<file path="config.mk">
export PLATFORM = sky130hd
export DESIGN_NAME = bms_modbus_response_decoder_unit_flat
export DESIGN_NICKNAME = d
export VERILOG_FILES = /design/src/design/bmsmrd_pkg.sv /design/src/design/bmsmrd_in_if.sv /design/src/design/bmsmrd_out_if.sv /design/src/design/bmsmrd_ram.sv /design/src/design/bmsmrd_front.sv /design/src/design/bmsmrd_fifo.sv /design/src/design/bmsmrd_back.sv /design/src/design/bms_modbus_response_decoder_unit.sv /design/src/flat_wrapper.sv
export SDC_FILE = /design/constraint.sdc
export NUM_CORES = 1
export LEC_CHECK = 0
export ABC_CLOCK_PERIOD_IN_PS = 4100
export BUFFER_PORTS_ARGS = -buffer_cell sky130_fd_sc_hd__clkbuf_2
export CAP_MARGIN = 30
export CORE_UTILIZATION = 45
export DETAILED_ROUTE_END_ITERATION = 7
export HOLD_SLACK_MARGIN = 0.08
export PLACE_DENSITY = 0.62
export RECOVER_POWER = 25
export SLEW_MARGIN = 20
export SYNTH_ARGS = -nofsm -noshare
export SYNTH_HDL_FRONTEND = slang
export SYNTH_SLANG_ARGS = --single-unit
</file>
<file path="constraint.sdc">
create_clock -name i_clk -period 4.1 [get_ports i_clk]
set_input_delay 0.41 -clock i_clk [delete_from_list [all_inputs] [get_ports i_clk]]
set_output_delay 0.41 -clock i_clk [all_outputs]
set_load 0.1 [all_outputs]
</file>
<file path="src/design/bmsmrd_pkg.sv">
// ============================================================================
// bmsmrd_pkg: shared types and constants of the response decoder
// Header codes, frame lengths, result kinds, register indexes and the
// structs passed between the front end, the job queue and the back end.
// ============================================================================
package bmsmrd_pkg;

    localparam int CELL_COUNT_DEF  = 16;
    localparam int PROBE_COUNT_DEF = 4;
    localparam int MAX_CELLS       = 16;
    localparam int MAX_PROBES      = 4;

    localparam int RAM_WIDTH = 8;
    localparam int RAM_DEPTH = 128;
    localparam int RAM_AW    = 7;

    localparam logic [7:0] HDR_ADDR_A    = 8'h01;
    localparam logic [7:0] HDR_ADDR_B    = 8'h02;
    localparam logic [7:0] HDR_FUNC_READ = 8'h04;
    localparam logic [7:0] HDR_LEN_LONG  = 8'h34;
    localparam logic [7:0] HDR_LEN_SHORT = 8'h24;

    localparam logic [5:0] POS_LONG  = 6'd52;
    localparam logic [5:0] POS_SHORT = 6'd36;

    localparam logic [16:0] KELVIN_OFFSET = 17'd2731;

    localparam int SLOT_W = 5;
    localparam logic [SLOT_W-1:0] LONG_SLOTS   = 5'd20;
    localparam logic [SLOT_W-1:0] SHORT_SLOTS  = 5'd3;
    localparam logic [SLOT_W-1:0] PROBE_SLOT0  = 5'd16;
    localparam logic [SLOT_W-1:0] SLOT_PACK_V  = 5'd0;
    localparam logic [SLOT_W-1:0] SLOT_CURRENT = 5'd1;
    localparam logic [SLOT_W-1:0] SLOT_SOC     = 5'd2;

    localparam logic [5:0] OFF_PACK_V  = 6'd0;
    localparam logic [5:0] OFF_CURRENT = 6'd2;
    localparam logic [5:0] OFF_SOC     = 6'd34;

    typedef enum logic [1:0] {
        CFG_OWN_ADDR,
        CFG_CELL_MASK,
        CFG_PROBE_MASK,
        CFG_PACK_MASK
    } t_cfg_idx;

    typedef enum logic [2:0] {
        KIND_CELL,
        KIND_TEMP,
        KIND_PACK_V,
        KIND_CURRENT,
        KIND_SOC
    } t_kind;

    typedef enum logic [1:0] {
        BK_IDLE,
        BK_SCAN,
        BK_RD_LO,
        BK_CALC
    } t_back_state;

    typedef struct packed {
        logic bank;
        logic long_frame;
    } t_job;

    typedef struct packed {
        logic              en;
        logic [RAM_AW-1:0] addr;
        logic [7:0]        data;
    } t_ram_wr;

    typedef struct packed {
        logic en;
        logic bank;
    } t_done;

    typedef struct packed {
        logic [1:0]  own_address;
        logic [15:0] cell_mask;
        logic [3:0]  probe_mask;
        logic [2:0]  pack_mask;
    } t_cfg;

endpackage

</file>
<file path="src/design/bmsmrd_in_if.sv">
// ============================================================================
// bmsmrd_in_if: received byte channel
// Valid/ready channel carrying one serial byte per word.
// ============================================================================
interface bmsmrd_in_if;
    logic       valid;
    logic       ready;
    logic [7:0] rx_byte;

    modport source (output valid, output rx_byte, input ready);
    modport sink   (input valid, input rx_byte, output ready);
endinterface

</file>
<file path="src/design/bmsmrd_out_if.sv">
// ============================================================================
// bmsmrd_out_if: decoded result channel
// Valid/ready channel carrying one decoded quantity per word.
// ============================================================================
interface bmsmrd_out_if;
    logic               valid;
    logic               ready;
    logic [2:0]         kind;
    logic [3:0]         channel;
    logic signed [16:0] value;
    logic               last;

    modport source (output valid, output kind, output channel, output value,
                    output last, input ready);
    modport sink   (input valid, input kind, input channel, input value,
                    input last, output ready);
endinterface

</file>
<file path="src/design/bmsmrd_ram.sv">
// ============================================================================
// bmsmrd_ram: generic simple dual-port RAM
// One write port, one read port, registered read data.
// ============================================================================
module bmsmrd_ram #(
    parameter int WIDTH = 8,
    parameter int DEPTH = 128
) (
    input  logic                     i_clk,
    input  logic                     i_we,
    input  logic [$clog2(DEPTH)-1:0] i_waddr,
    input  logic [WIDTH-1:0]         i_wdata,
    input  logic                     i_re,
    input  logic [$clog2(DEPTH)-1:0] i_raddr,
    output logic [WIDTH-1:0]         o_rdata
);
    logic [WIDTH-1:0] r_mem [DEPTH];
    logic [WIDTH-1:0] r_rdata;

    always_ff @(posedge i_clk) begin
        if (i_we) begin
            r_mem[i_waddr] <= i_wdata;
        end
        if (i_re) begin
            r_rdata <= r_mem[i_raddr];
        end
    end

    assign o_rdata = r_rdata;
endmodule

</file>
<file path="src/design/bmsmrd_front.sv">
// ============================================================================
// bmsmrd_front: header hunter and payload collector
// Slides a two-byte window over the byte stream, locks on a response
// header, writes the payload into one of two RAM banks and queues a job
// for each completed frame of the own address.
// ============================================================================
module bmsmrd_front
    import bmsmrd_pkg::*;
(
    input  logic        i_clk,
    input  logic        i_rst_n,
    bmsmrd_in_if.sink   i_in,
    input  logic [1:0]  i_own_address,
    input  t_done       i_done,
    output t_ram_wr     o_wr,
    output logic        o_push,
    output t_job        o_job
);
    logic [7:0] r_win0;
    logic [7:0] r_win1;
    logic [1:0] r_fill;
    logic       r_collect;
    logic       r_long;
    logic       r_match;
    logic [5:0] r_pos;
    logic       r_bank;
    logic [1:0] r_busy;

    logic [5:0] len;
    logic       wr_needed;
    logic       frame_end;
    logic       header_hit;
    logic       accept;
    logic [7:0] rx;
    logic [1:0] set_vec;
    logic [1:0] clr_vec;

    assign rx         = i_in.rx_byte;
    assign len        = r_long ? POS_LONG : POS_SHORT;
    assign wr_needed  = r_collect && (r_pos < len);
    assign frame_end  = r_collect && (r_pos > len);
    assign i_in.ready = !(wr_needed && r_busy[r_bank]);
    assign accept     = i_in.valid && i_in.ready;
    assign header_hit = !r_collect && (r_fill == 2'd2)
                        && ((r_win0 == HDR_ADDR_A) || (r_win0 == HDR_ADDR_B))
                        && (r_win1 == HDR_FUNC_READ)
                        && ((rx == HDR_LEN_LONG) || (rx == HDR_LEN_SHORT));

    assign o_wr.en   = accept && wr_needed;
    assign o_wr.addr = {r_bank, r_pos};
    assign o_wr.data = rx;
    assign o_push    = accept && frame_end && r_match;
    assign o_job     = '{bank: r_bank, long_frame: r_long};

    assign set_vec = o_push ? (2'b01 << r_bank) : 2'b00;
    assign clr_vec = i_done.en ? (2'b01 << i_done.bank) : 2'b00;

    always_ff @(posedge i_clk) begin
        if (!i_rst_n) begin
            r_fill    <= 2'd0;
            r_collect <= 1'b0;
            r_long    <= 1'b0;
            r_match   <= 1'b0;
            r_pos     <= 6'd0;
            r_bank    <= 1'b0;
            r_busy    <= 2'b00;
        end else begin
            r_busy <= (r_busy | set_vec) & ~clr_vec;
            if (accept) begin
                if (r_collect) begin
                    if (frame_end) begin
                        r_collect <= 1'b0;
                        r_pos     <= 6'd0;
                        r_fill    <= 2'd0;
                        if (r_match) begin
                            r_bank <= !r_bank;
                        end
                    end else begin
                        r_pos <= r_pos + 6'd1;
                    end
                end else if (header_hit) begin
                    r_collect <= 1'b1;
                    r_long    <= (rx == HDR_LEN_LONG);
                    r_match   <= (r_win0 == {6'd0, i_own_address});
                    r_pos     <= 6'd0;
                    r_fill    <= 2'd0;
                end else if (r_fill != 2'd2) begin
                    r_fill <= r_fill + 2'd1;
                end
            end
        end
    end

    always_ff @(posedge i_clk) begin
        if (accept && !r_collect && !header_hit) begin
            priority if (r_fill == 2'd0) begin
                r_win0 <= rx;
            end else if (r_fill == 2'd1) begin
                r_win1 <= rx;
            end else begin
                r_win0 <= r_win1;
                r_win1 <= rx;
            end
        end
    end
endmodule

</file>
<file path="src/design/bmsmrd_fifo.sv">
// ============================================================================
// bmsmrd_fifo: two-entry frame job queue
// Holds completed frames between the front end and the back end.
// ============================================================================
module bmsmrd_fifo
    import bmsmrd_pkg::*;
(
    input  logic i_clk,
    input  logic i_rst_n,
    input  logic i_push,
    input  t_job i_job,
    input  logic i_pop,
    output logic o_valid,
    output t_job o_job,
    output logic o_full
);
    t_job       r_entry [2];
    logic       r_wptr;
    logic       r_rptr;
    logic [1:0] r_count;

    assign o_valid = (r_count != 2'd0);
    assign o_full  = (r_count == 2'd2);
    assign o_job   = r_entry[r_rptr];

    always_ff @(posedge i_clk) begin
        if (!i_rst_n) begin
            r_wptr  <= 1'b0;
            r_rptr  <= 1'b0;
            r_count <= 2'd0;
        end else begin
            if (i_push) begin
                r_wptr <= !r_wptr;
            end
            if (i_pop) begin
                r_rptr <= !r_rptr;
            end
            unique case ({i_push, i_pop})
                2'b10:   r_count <= r_count + 2'd1;
                2'b01:   r_count <= r_count - 2'd1;
                default: r_count <= r_count;
            endcase
        end
    end

    always_ff @(posedge i_clk) begin
        if (i_push) begin
            r_entry[r_wptr] <= i_job;
        end
    end
endmodule

</file>
<file path="src/design/bmsmrd_back.sv">
// ============================================================================
// bmsmrd_back: result sequencer
// Walks the result slots of a queued frame, reads each enabled field from
// the payload RAM as a high byte and then a low byte, decodes it and hands
// it to the output register.
// ============================================================================
module bmsmrd_back
    import bmsmrd_pkg::*;
#(
    parameter int CELL_COUNT  = CELL_COUNT_DEF,
    parameter int PROBE_COUNT = PROBE_COUNT_DEF
) (
    input  logic              i_clk,
    input  logic              i_rst_n,
    input  t_cfg              i_cfg,
    input  logic              i_valid,
    input  t_job              i_job,
    output logic              o_pop,
    output logic              o_rd_en,
    output logic [RAM_AW-1:0] o_rd_addr,
    input  logic [7:0]        i_rdata,
    output t_done             o_done,
    bmsmrd_out_if.source      o_out
);
    t_back_state             r_state;
    t_back_state             n_state;
    t_job                    r_job;
    logic [SLOT_W-1:0]       r_slot;
    logic [7:0]              r_hi;
    logic                    r_ovalid;
    t_kind                   r_kind;
    logic [3:0]              r_chan;
    logic [16:0]             r_value;
    logic                    r_last;

    logic [19:0]             long_vec;
    logic [19:0]             act_vec;
    logic [SLOT_W-1:0]       end_slot;
    logic                    past_end;
    logic                    slot_en;
    logic                    slot_last;
    logic [5:0]              offset;
    logic                    out_free;
    logic                    load_job;
    logic                    slot_inc;
    logic                    hi_cap;
    logic                    load_out;
    logic                    rd_lo;
    logic [15:0]             raw;
    t_kind                   kind_c;
    logic [3:0]              chan_c;
    logic [16:0]             value_c;

    always_comb begin
        long_vec = '0;
        for (int c = 0; c < MAX_CELLS; c++) begin
            long_vec[c] = i_cfg.cell_mask[c] && (c < CELL_COUNT);
        end
        for (int t = 0; t < MAX_PROBES; t++) begin
            long_vec[MAX_CELLS + t] = i_cfg.probe_mask[t] && (t < PROBE_COUNT);
        end
    end

    assign act_vec   = r_job.long_frame ? long_vec : {17'd0, i_cfg.pack_mask};
    assign end_slot  = r_job.long_frame ? LONG_SLOTS : SHORT_SLOTS;
    assign past_end  = (r_slot >= end_slot);
    assign slot_en   = !past_end && act_vec[r_slot];
    assign slot_last = ((act_vec >> (r_slot + 5'd1)) == 20'd0);
    assign out_free  = !r_ovalid || o_out.ready;

    always_comb begin
        if (r_job.long_frame) begin
            offset = {r_slot, 1'b0};
        end else begin
            unique case (r_slot)
                SLOT_PACK_V:  offset = OFF_PACK_V;
                SLOT_CURRENT: offset = OFF_CURRENT;
                default:      offset = OFF_SOC;
            endcase
        end
    end

    assign o_rd_addr = {r_job.bank, rd_lo ? (offset + 6'd1) : offset};

    assign raw = {r_hi, i_rdata};
    always_comb begin
        chan_c  = 4'd0;
        value_c = {1'b0, raw};
        if (r_job.long_frame) begin
            if (r_slot < PROBE_SLOT0) begin
                kind_c = KIND_CELL;
                chan_c = r_slot[3:0];
            end else begin
                kind_c  = KIND_TEMP;
                chan_c  = 4'(r_slot - PROBE_SLOT0);
                value_c = {1'b0, raw} - KELVIN_OFFSET;
            end
        end else begin
            unique case (r_slot)
                SLOT_PACK_V: kind_c = KIND_PACK_V;
                SLOT_CURRENT: begin
                    kind_c  = KIND_CURRENT;
                    value_c = {raw[15], raw};
                end
                default: kind_c = KIND_SOC;
            endcase
        end
    end

    always_comb begin
        n_state = r_state;
        unique case (r_state)
            BK_IDLE: begin
                if (i_valid) begin
                    n_state = BK_SCAN;
                end
            end
            BK_SCAN: begin
                priority if (past_end) begin
                    n_state = BK_IDLE;
                end else if (slot_en) begin
                    n_state = BK_RD_LO;
                end
            end
            BK_RD_LO: n_state = BK_CALC;
            BK_CALC: begin
                if (out_free) begin
                    n_state = BK_SCAN;
                end
            end
            default: n_state = BK_IDLE;
        endcase
    end

    always_comb begin
        load_job     = 1'b0;
        slot_inc     = 1'b0;
        hi_cap       = 1'b0;
        load_out     = 1'b0;
        rd_lo        = 1'b0;
        o_rd_en      = 1'b0;
        o_done.en    = 1'b0;
        o_done.bank  = r_job.bank;
        unique case (r_state)
            BK_IDLE: load_job = i_valid;
            BK_SCAN: begin
                priority if (past_end) begin
                    o_done.en = 1'b1;
                end else if (slot_en) begin
                    o_rd_en = 1'b1;
                end else begin
                    slot_inc = 1'b1;
                end
            end
            BK_RD_LO: begin
                hi_cap  = 1'b1;
                rd_lo   = 1'b1;
                o_rd_en = 1'b1;
            end
            BK_CALC: begin
                load_out = out_free;
                slot_inc = out_free;
            end
            default: ;
        endcase
    end

    assign o_pop = load_job;

    always_ff @(posedge i_clk) begin
        if (!i_rst_n) begin
            r_state  <= BK_IDLE;
            r_ovalid <= 1'b0;
        end else begin
            r_state <= n_state;
            if (load_out) begin
                r_ovalid <= 1'b1;
            end else if (o_out.ready) begin
                r_ovalid <= 1'b0;
            end
        end
    end

    always_ff @(posedge i_clk) begin
        if (load_job) begin
            r_job  <= i_job;
            r_slot <= '0;
        end else if (slot_inc) begin
            r_slot <= r_slot + 5'd1;
        end
        if (hi_cap) begin
            r_hi <= i_rdata;
        end
        if (load_out) begin
            r_kind  <= kind_c;
            r_chan  <= chan_c;
            r_value <= value_c;
            r_last  <= slot_last;
        end
    end

    assign o_out.valid   = r_ovalid;
    assign o_out.kind    = r_kind;
    assign o_out.channel = r_chan;
    assign o_out.value   = r_value;
    assign o_out.last    = r_last;
endmodule

</file>
<file path="src/design/bms_modbus_response_decoder_unit.sv">
// ============================================================================
// bms_modbus_response_decoder_unit: read-input-registers response decoder
// Parses received bytes into frames and emits the enabled decoded fields.
// ============================================================================
// Payload bytes go into one of two RAM banks, and each finished frame of
// the own address is queued. The result sequencer takes a job from the
// queue, then passes over every result slot it skips in the scan state
// and steps every slot it reports through the scan, low-byte read and
// calc states, bound by the single read port of the payload RAM. A last
// scan step releases the bank. The calc state waits while the output
// is stalled.
// Byte intake holds off only when a new frame's payload would land in a
// bank whose results are still being read out. The CRC is not checked and
// frames for the other address yield nothing.
// ============================================================================
module bms_modbus_response_decoder_unit
    import bmsmrd_pkg::*;
#(
    parameter int CELL_COUNT  = CELL_COUNT_DEF,
    parameter int PROBE_COUNT = PROBE_COUNT_DEF
) (
    input  logic         i_clk,
    input  logic         i_rst_n,
    bmsmrd_in_if.sink    i_in,
    bmsmrd_out_if.source o_out,
    input  logic         i_cfg_we,
    input  logic [1:0]   i_cfg_idx,
    input  logic [15:0]  i_cfg_data
);
    t_cfg              r_cfg;
    t_ram_wr           ram_wr;
    logic              push;
    t_job              push_job;
    logic              pop;
    logic              q_valid;
    t_job              q_job;
    logic              q_full;
    logic              rd_en;
    logic [RAM_AW-1:0] rd_addr;
    logic [7:0]        rdata;
    t_done             done;

    always_ff @(posedge i_clk) begin
        if (!i_rst_n) begin
            r_cfg.own_address <= 2'd1;
            r_cfg.cell_mask   <= 16'hFFFF;
            r_cfg.probe_mask  <= 4'hF;
            r_cfg.pack_mask   <= 3'h7;
        end else if (i_cfg_we) begin
            unique case (t_cfg_idx'(i_cfg_idx))
                CFG_OWN_ADDR:   r_cfg.own_address <= i_cfg_data[1:0];
                CFG_CELL_MASK:  r_cfg.cell_mask   <= i_cfg_data;
                CFG_PROBE_MASK: r_cfg.probe_mask  <= i_cfg_data[3:0];
                CFG_PACK_MASK:  r_cfg.pack_mask   <= i_cfg_data[2:0];
            endcase
        end
    end

    bmsmrd_front u_front (
        .i_clk         (i_clk),
        .i_rst_n       (i_rst_n),
        .i_in          (i_in),
        .i_own_address (r_cfg.own_address),
        .i_done        (done),
        .o_wr          (ram_wr),
        .o_push        (push),
        .o_job         (push_job)
    );

    bmsmrd_ram #(
        .WIDTH (RAM_WIDTH),
        .DEPTH (RAM_DEPTH)
    ) u_ram (
        .i_clk   (i_clk),
        .i_we    (ram_wr.en),
        .i_waddr (ram_wr.addr),
        .i_wdata (ram_wr.data),
        .i_re    (rd_en),
        .i_raddr (rd_addr),
        .o_rdata (rdata)
    );

    bmsmrd_fifo u_fifo (
        .i_clk   (i_clk),
        .i_rst_n (i_rst_n),
        .i_push  (push),
        .i_job   (push_job),
        .i_pop   (pop),
        .o_valid (q_valid),
        .o_job   (q_job),
        .o_full  (q_full)
    );

    bmsmrd_back #(
        .CELL_COUNT  (CELL_COUNT),
        .PROBE_COUNT (PROBE_COUNT)
    ) u_back (
        .i_clk     (i_clk),
        .i_rst_n   (i_rst_n),
        .i_cfg     (r_cfg),
        .i_valid   (q_valid),
        .i_job     (q_job),
        .o_pop     (pop),
        .o_rd_en   (rd_en),
        .o_rd_addr (rd_addr),
        .i_rdata   (rdata),
        .o_done    (done),
        .o_out     (o_out)
    );

`ifndef SYNTHESIS
    a_no_push_full: assert property (@(posedge i_clk) disable iff (!i_rst_n)
        push |-> !q_full)
        else $error("job pushed into full queue");

    a_pop_valid: assert property (@(posedge i_clk) disable iff (!i_rst_n)
        pop |-> q_valid)
        else $error("job popped from empty queue");

    a_hunt_after_end: assert property (@(posedge i_clk) disable iff (!i_rst_n)
        push |=> !ram_wr.en)
        else $error("payload write right after frame end");

    a_done_no_read: assert property (@(posedge i_clk) disable iff (!i_rst_n)
        done.en |-> !rd_en)
        else $error("payload read while releasing bank");
`endif
endmodule
</file>
<file path="src/flat_wrapper.sv">
// flat-port wrapper written by rule: the top's interface ports become plain ports
module bms_modbus_response_decoder_unit_flat import bmsmrd_pkg::*;
#(
    parameter int CELL_COUNT  = CELL_COUNT_DEF,
    parameter int PROBE_COUNT = PROBE_COUNT_DEF
)
  (i_clk, i_rst_n, i_cfg_we, i_cfg_idx, i_cfg_data, i_in_valid, i_in_rx_byte, i_in_ready, o_out_valid, o_out_kind, o_out_channel, o_out_value, o_out_last, o_out_ready);
  bmsmrd_in_if i_in_i ();
  bmsmrd_out_if o_out_i ();
  input  logic i_clk;
  input  logic i_rst_n;
  input  logic i_cfg_we;
  input  logic [1:0] i_cfg_idx;
  input  logic [15:0] i_cfg_data;
  input wire logic [$bits(i_in_i.valid)-1:0] i_in_valid;
  input wire logic [$bits(i_in_i.rx_byte)-1:0] i_in_rx_byte;
  output wire logic [$bits(i_in_i.ready)-1:0] i_in_ready;
  output wire logic [$bits(o_out_i.valid)-1:0] o_out_valid;
  output wire logic [$bits(o_out_i.kind)-1:0] o_out_kind;
  output wire logic [$bits(o_out_i.channel)-1:0] o_out_channel;
  output wire logic [$bits(o_out_i.value)-1:0] o_out_value;
  output wire logic [$bits(o_out_i.last)-1:0] o_out_last;
  input wire logic [$bits(o_out_i.ready)-1:0] o_out_ready;
  assign i_in_i.valid = i_in_valid;
  assign i_in_i.rx_byte = i_in_rx_byte;
  assign i_in_ready = i_in_i.ready;
  assign o_out_valid = o_out_i.valid;
  assign o_out_kind = o_out_i.kind;
  assign o_out_channel = o_out_i.channel;
  assign o_out_value = o_out_i.value;
  assign o_out_last = o_out_i.last;
  assign o_out_i.ready = o_out_ready;
  bms_modbus_response_decoder_unit #(.CELL_COUNT(CELL_COUNT), .PROBE_COUNT(PROBE_COUNT)) u_core (.i_clk(i_clk), .i_rst_n(i_rst_n), .i_in(i_in_i), .o_out(o_out_i), .i_cfg_we(i_cfg_we), .i_cfg_idx(i_cfg_idx), .i_cfg_data(i_cfg_data));
endmodule
</file>
==> flow_summary.toml <==
[logic_synthesis]
synth_nets = 3146
syn_area_um2 = 45900
synth_warnings = 0
yosysSeqAreaShare_pct = 73.3
synth_area_leader_cell = "edfxtp_1"
synth_cells = 3094
netlist.area_leader.share_pct = 71.1
synth_edf_count = 1087
synth_seq_cells = 1138
ys_top_cells_by_area = "edfxtp_1 71%, mux2i_1 5.0%, nand2_1 3.2%"
synth_cell_types = 68
ys.flop_type = "edfxtp_1"
synthArstFlopShare_pct = 0
avgSynthCellArea_um2 = 14.8

[placed_design]
dp.cells = 4446
port_buffers = 57
place_area_um2 = 48300
gp_congestion = 0.888
dp_hpwl_mm = 81.4

[routing]
dr_wl_met2_mm = 62.1
ant_nets = 0
wl_met1_mm = 52.0
drt-total-wl_mm = 132
routed_via_density = 6.11
detail_route.wl_per_cell_um = 28.2
drt_iter0_drc = 3893
drc = 0
top_layer_used = "met5"
num_vias = 28600
route.met3.wl_mm = 13.2
first_pass_iters = 6

[floorplan]
die-height_um = 322
io-pin-count = 58
placeableCoreArea_um2 = 101000
start_util_pct = 45.7
fp.dieArea_um2 = 103000
die_w_um = 322
rows = 116

[clock_tree]
clock-root-buffer = "clkbuf_16"
cts_num_sinks = 1138
postCtsSetupBuffers = 0
h-tree-depth = 3
cts_buffer_depth = 3
clk_pin_slew_ns = 0.07
worstSkewPairLatency_ns = 0.70
cts_tree = "built"
numCtsBuffers = 112

[grt]
grt_pass1_wl_mm = 191
antenna_found_initial = 4
grt.total_usage_pct = 25.5
grt_max_degree = 131
grt_pass1_vias = 27600
overflow = 0

[power]
p_leak_nw = 17.6
clkPwrFrac_pct = 43.6
switching_share_pct = 20.0
switchingPower_mw = 4.66
irDropWorstVdd_mv = 0.361
combPwrFrac_pct = 1.5
p_per_area_nw_per_um2 = 447
finalPower_mw = 23.3
internal_power_mw = 18.6
pwr-share-seq_pct = 54.9

[status]
failed_checks = "max-capacitance violations, max-slew violations"
status = "complete, but fails checks"

[worst_setup_path]
start_kind = "register"
required_ns = 4.66
worstSetupEndpointType = "register"
cp_data_arrival_time_ns = 4.42
worstPathMaxFanout = 55
critical_path_class = "reg -> reg"

[timing]
worst_slew_pin_slew_ns = 3.12
fin_skew_ns = 0.0338
post-route-min-period_ns = 3.86
drv_slew = 652
setup_viol = 0
hold_viol_final = 0
rsz0062_at_grt = "false"
max-slew-margin-rel_pct = -108
fin_crit_sh_pct = 94.2
clock.fmax_mhz = 259
finalSetupTns_ns = 0

[final_layout]
regArea_um2 = 33700
area_growth_pct = 13.4
stdcell_area_um2 = 52100
fin_nets = 3280
stdcell_count = 4682
multi_input_area_um2 = 11400
final_common_cell = "edfxtp_1"
final_cell_mix = "1,087 x edfxtp_1, 393 x nand2_1, 245 x nor2_1"
filler_cell_count = 8193
layout-drive-gt1-share_pct = 13.1
fin_util_pct = 51.8

[flow_run]
maxCapViolations = 10

[hold_path]
hp-class = "in -> reg"
## power by group through the flow
stage,Sequential [mW],Combinational (mW),Clock [mW]
after floorplan,13.0,0.0856,0
after global placement,13.0,0.318,0
after detailed placement,13.0,0.336,0
after CTS,12.8,0.352,10.2
after global routing,12.8,0.370,10.7
final,12.8,0.343,10.2
## per-layer routing
metal / vias to the layer above / global-route usage (%)
li1: 12200 / -
met1: 14400 / 35.3
met2: 1670 / 40.8
met3: 285 / 4.56
met4: 4 / 8.39
met5: - / 0
## synth_stat cells, drive strengths merged, types with 39 or more instances
| library cell | n |
|---|---|
| edfxtp | 1087 |
| nand2 | 395 |
| nor2 | 247 |
| mux2i | 231 |
| nand3 | 147 |
| a21oi | 119 |
| clkbuf | 97 |
| buf | 91 |
| dfxtp | 51 |
| a31oi | 46 |
| o22ai | 45 |
| o21ai | 40 |
| mux4 | 39 |
## worst paths after layout
kind / start / end / slack [ns] / cells past startpoint
worst max-delay path: u_core.u_back.r_job[0] / u_core.u_ram.o_rdata[3] / 0.24 / 9
worst min-delay path: i_cfg_idx[0] / u_core.r_cfg[23] / 0.12 / 4
worst max register to register: u_core.u_back.r_job[0] / u_core.u_ram.o_rdata[3] / 0.24 / 9
worst min register to register: u_core.r_cfg[7] / u_core.r_cfg[7] / 0.49 / 2
## critical path: stages, from the launching register on
cell	delay [ns]
edfxtp_1	0.61
or4_4	0.53
o21ai_4	0.41
buf_12	0.34
buf_12	0.26
nand2_1	0.09
a21oi_1	0.24
nor4_1	0.09
o21ai_0	0.79
a32o_1	0.29
## state kept, by name, indices dropped and copies added, names as in the netlist, 2 cells and up
name and cells:
u_core.u_ram.o_rdata 8, u_core.u_front.r_pos 6, u_core.u_front.r_busy 2, u_core.u_ram.r_mem 1024, u_core.u_back.o_out.channel 4, u_core.u_front.r_fill 2, u_core.u_back.r_slot 5, u_core.u_back.r_hi 8
u_core.r_cfg 25, u_core.u_fifo.r_count 2, u_core.u_fifo.r_entry 4, u_core.u_back.r_state 2, u_core.u_back.o_out.kind 3, u_core.u_back.o_out.value 17, u_core.u_front.r_win1 8, u_core.u_front.r_win0 8
## repair_timing
action	CTS	global route
gates resized for setup	0	0
hold buffers	19	0
hold endpoints to repair	32	0
## through the flow
stage                     setup WS (ns)  hold slack (ns)
after global routing              0.156            0.133
after floorplan                    1.12            0.424
final                             0.239            0.120
after CTS                         0.269           0.0867
after detailed placement          0.305            0.482
after global placement            0.294            0.478
## cell families after synthesis
group                      Yosys count  share of synthesized area, %
DFF                               1138                          73.3
and+or+nand+nor                    901                          8.40
AOI/OAI and AO/OA                  481                          7.20
muxes                              306                          7.83
buffers and inverters              216                          2.14
xor gates and xnor gates            31                         0.591
adders and majority gates           21                         0.572
## area by class of cell
type / count / area share [%]
Sequential cell: 1138 / 64.6
Tap cell: 1357 / 3.26
Timing Repair Buffer: 208 / 3.21
Antenna cell: 1 / 0.00480
Clock inverter: 74 / 1.28
Clock buffer: 136 / 5.63
Multi-Input combinational cell: 1740 / 21.8
Inverter: 28 / 0.202
Power figures use the tool's default switching activity.
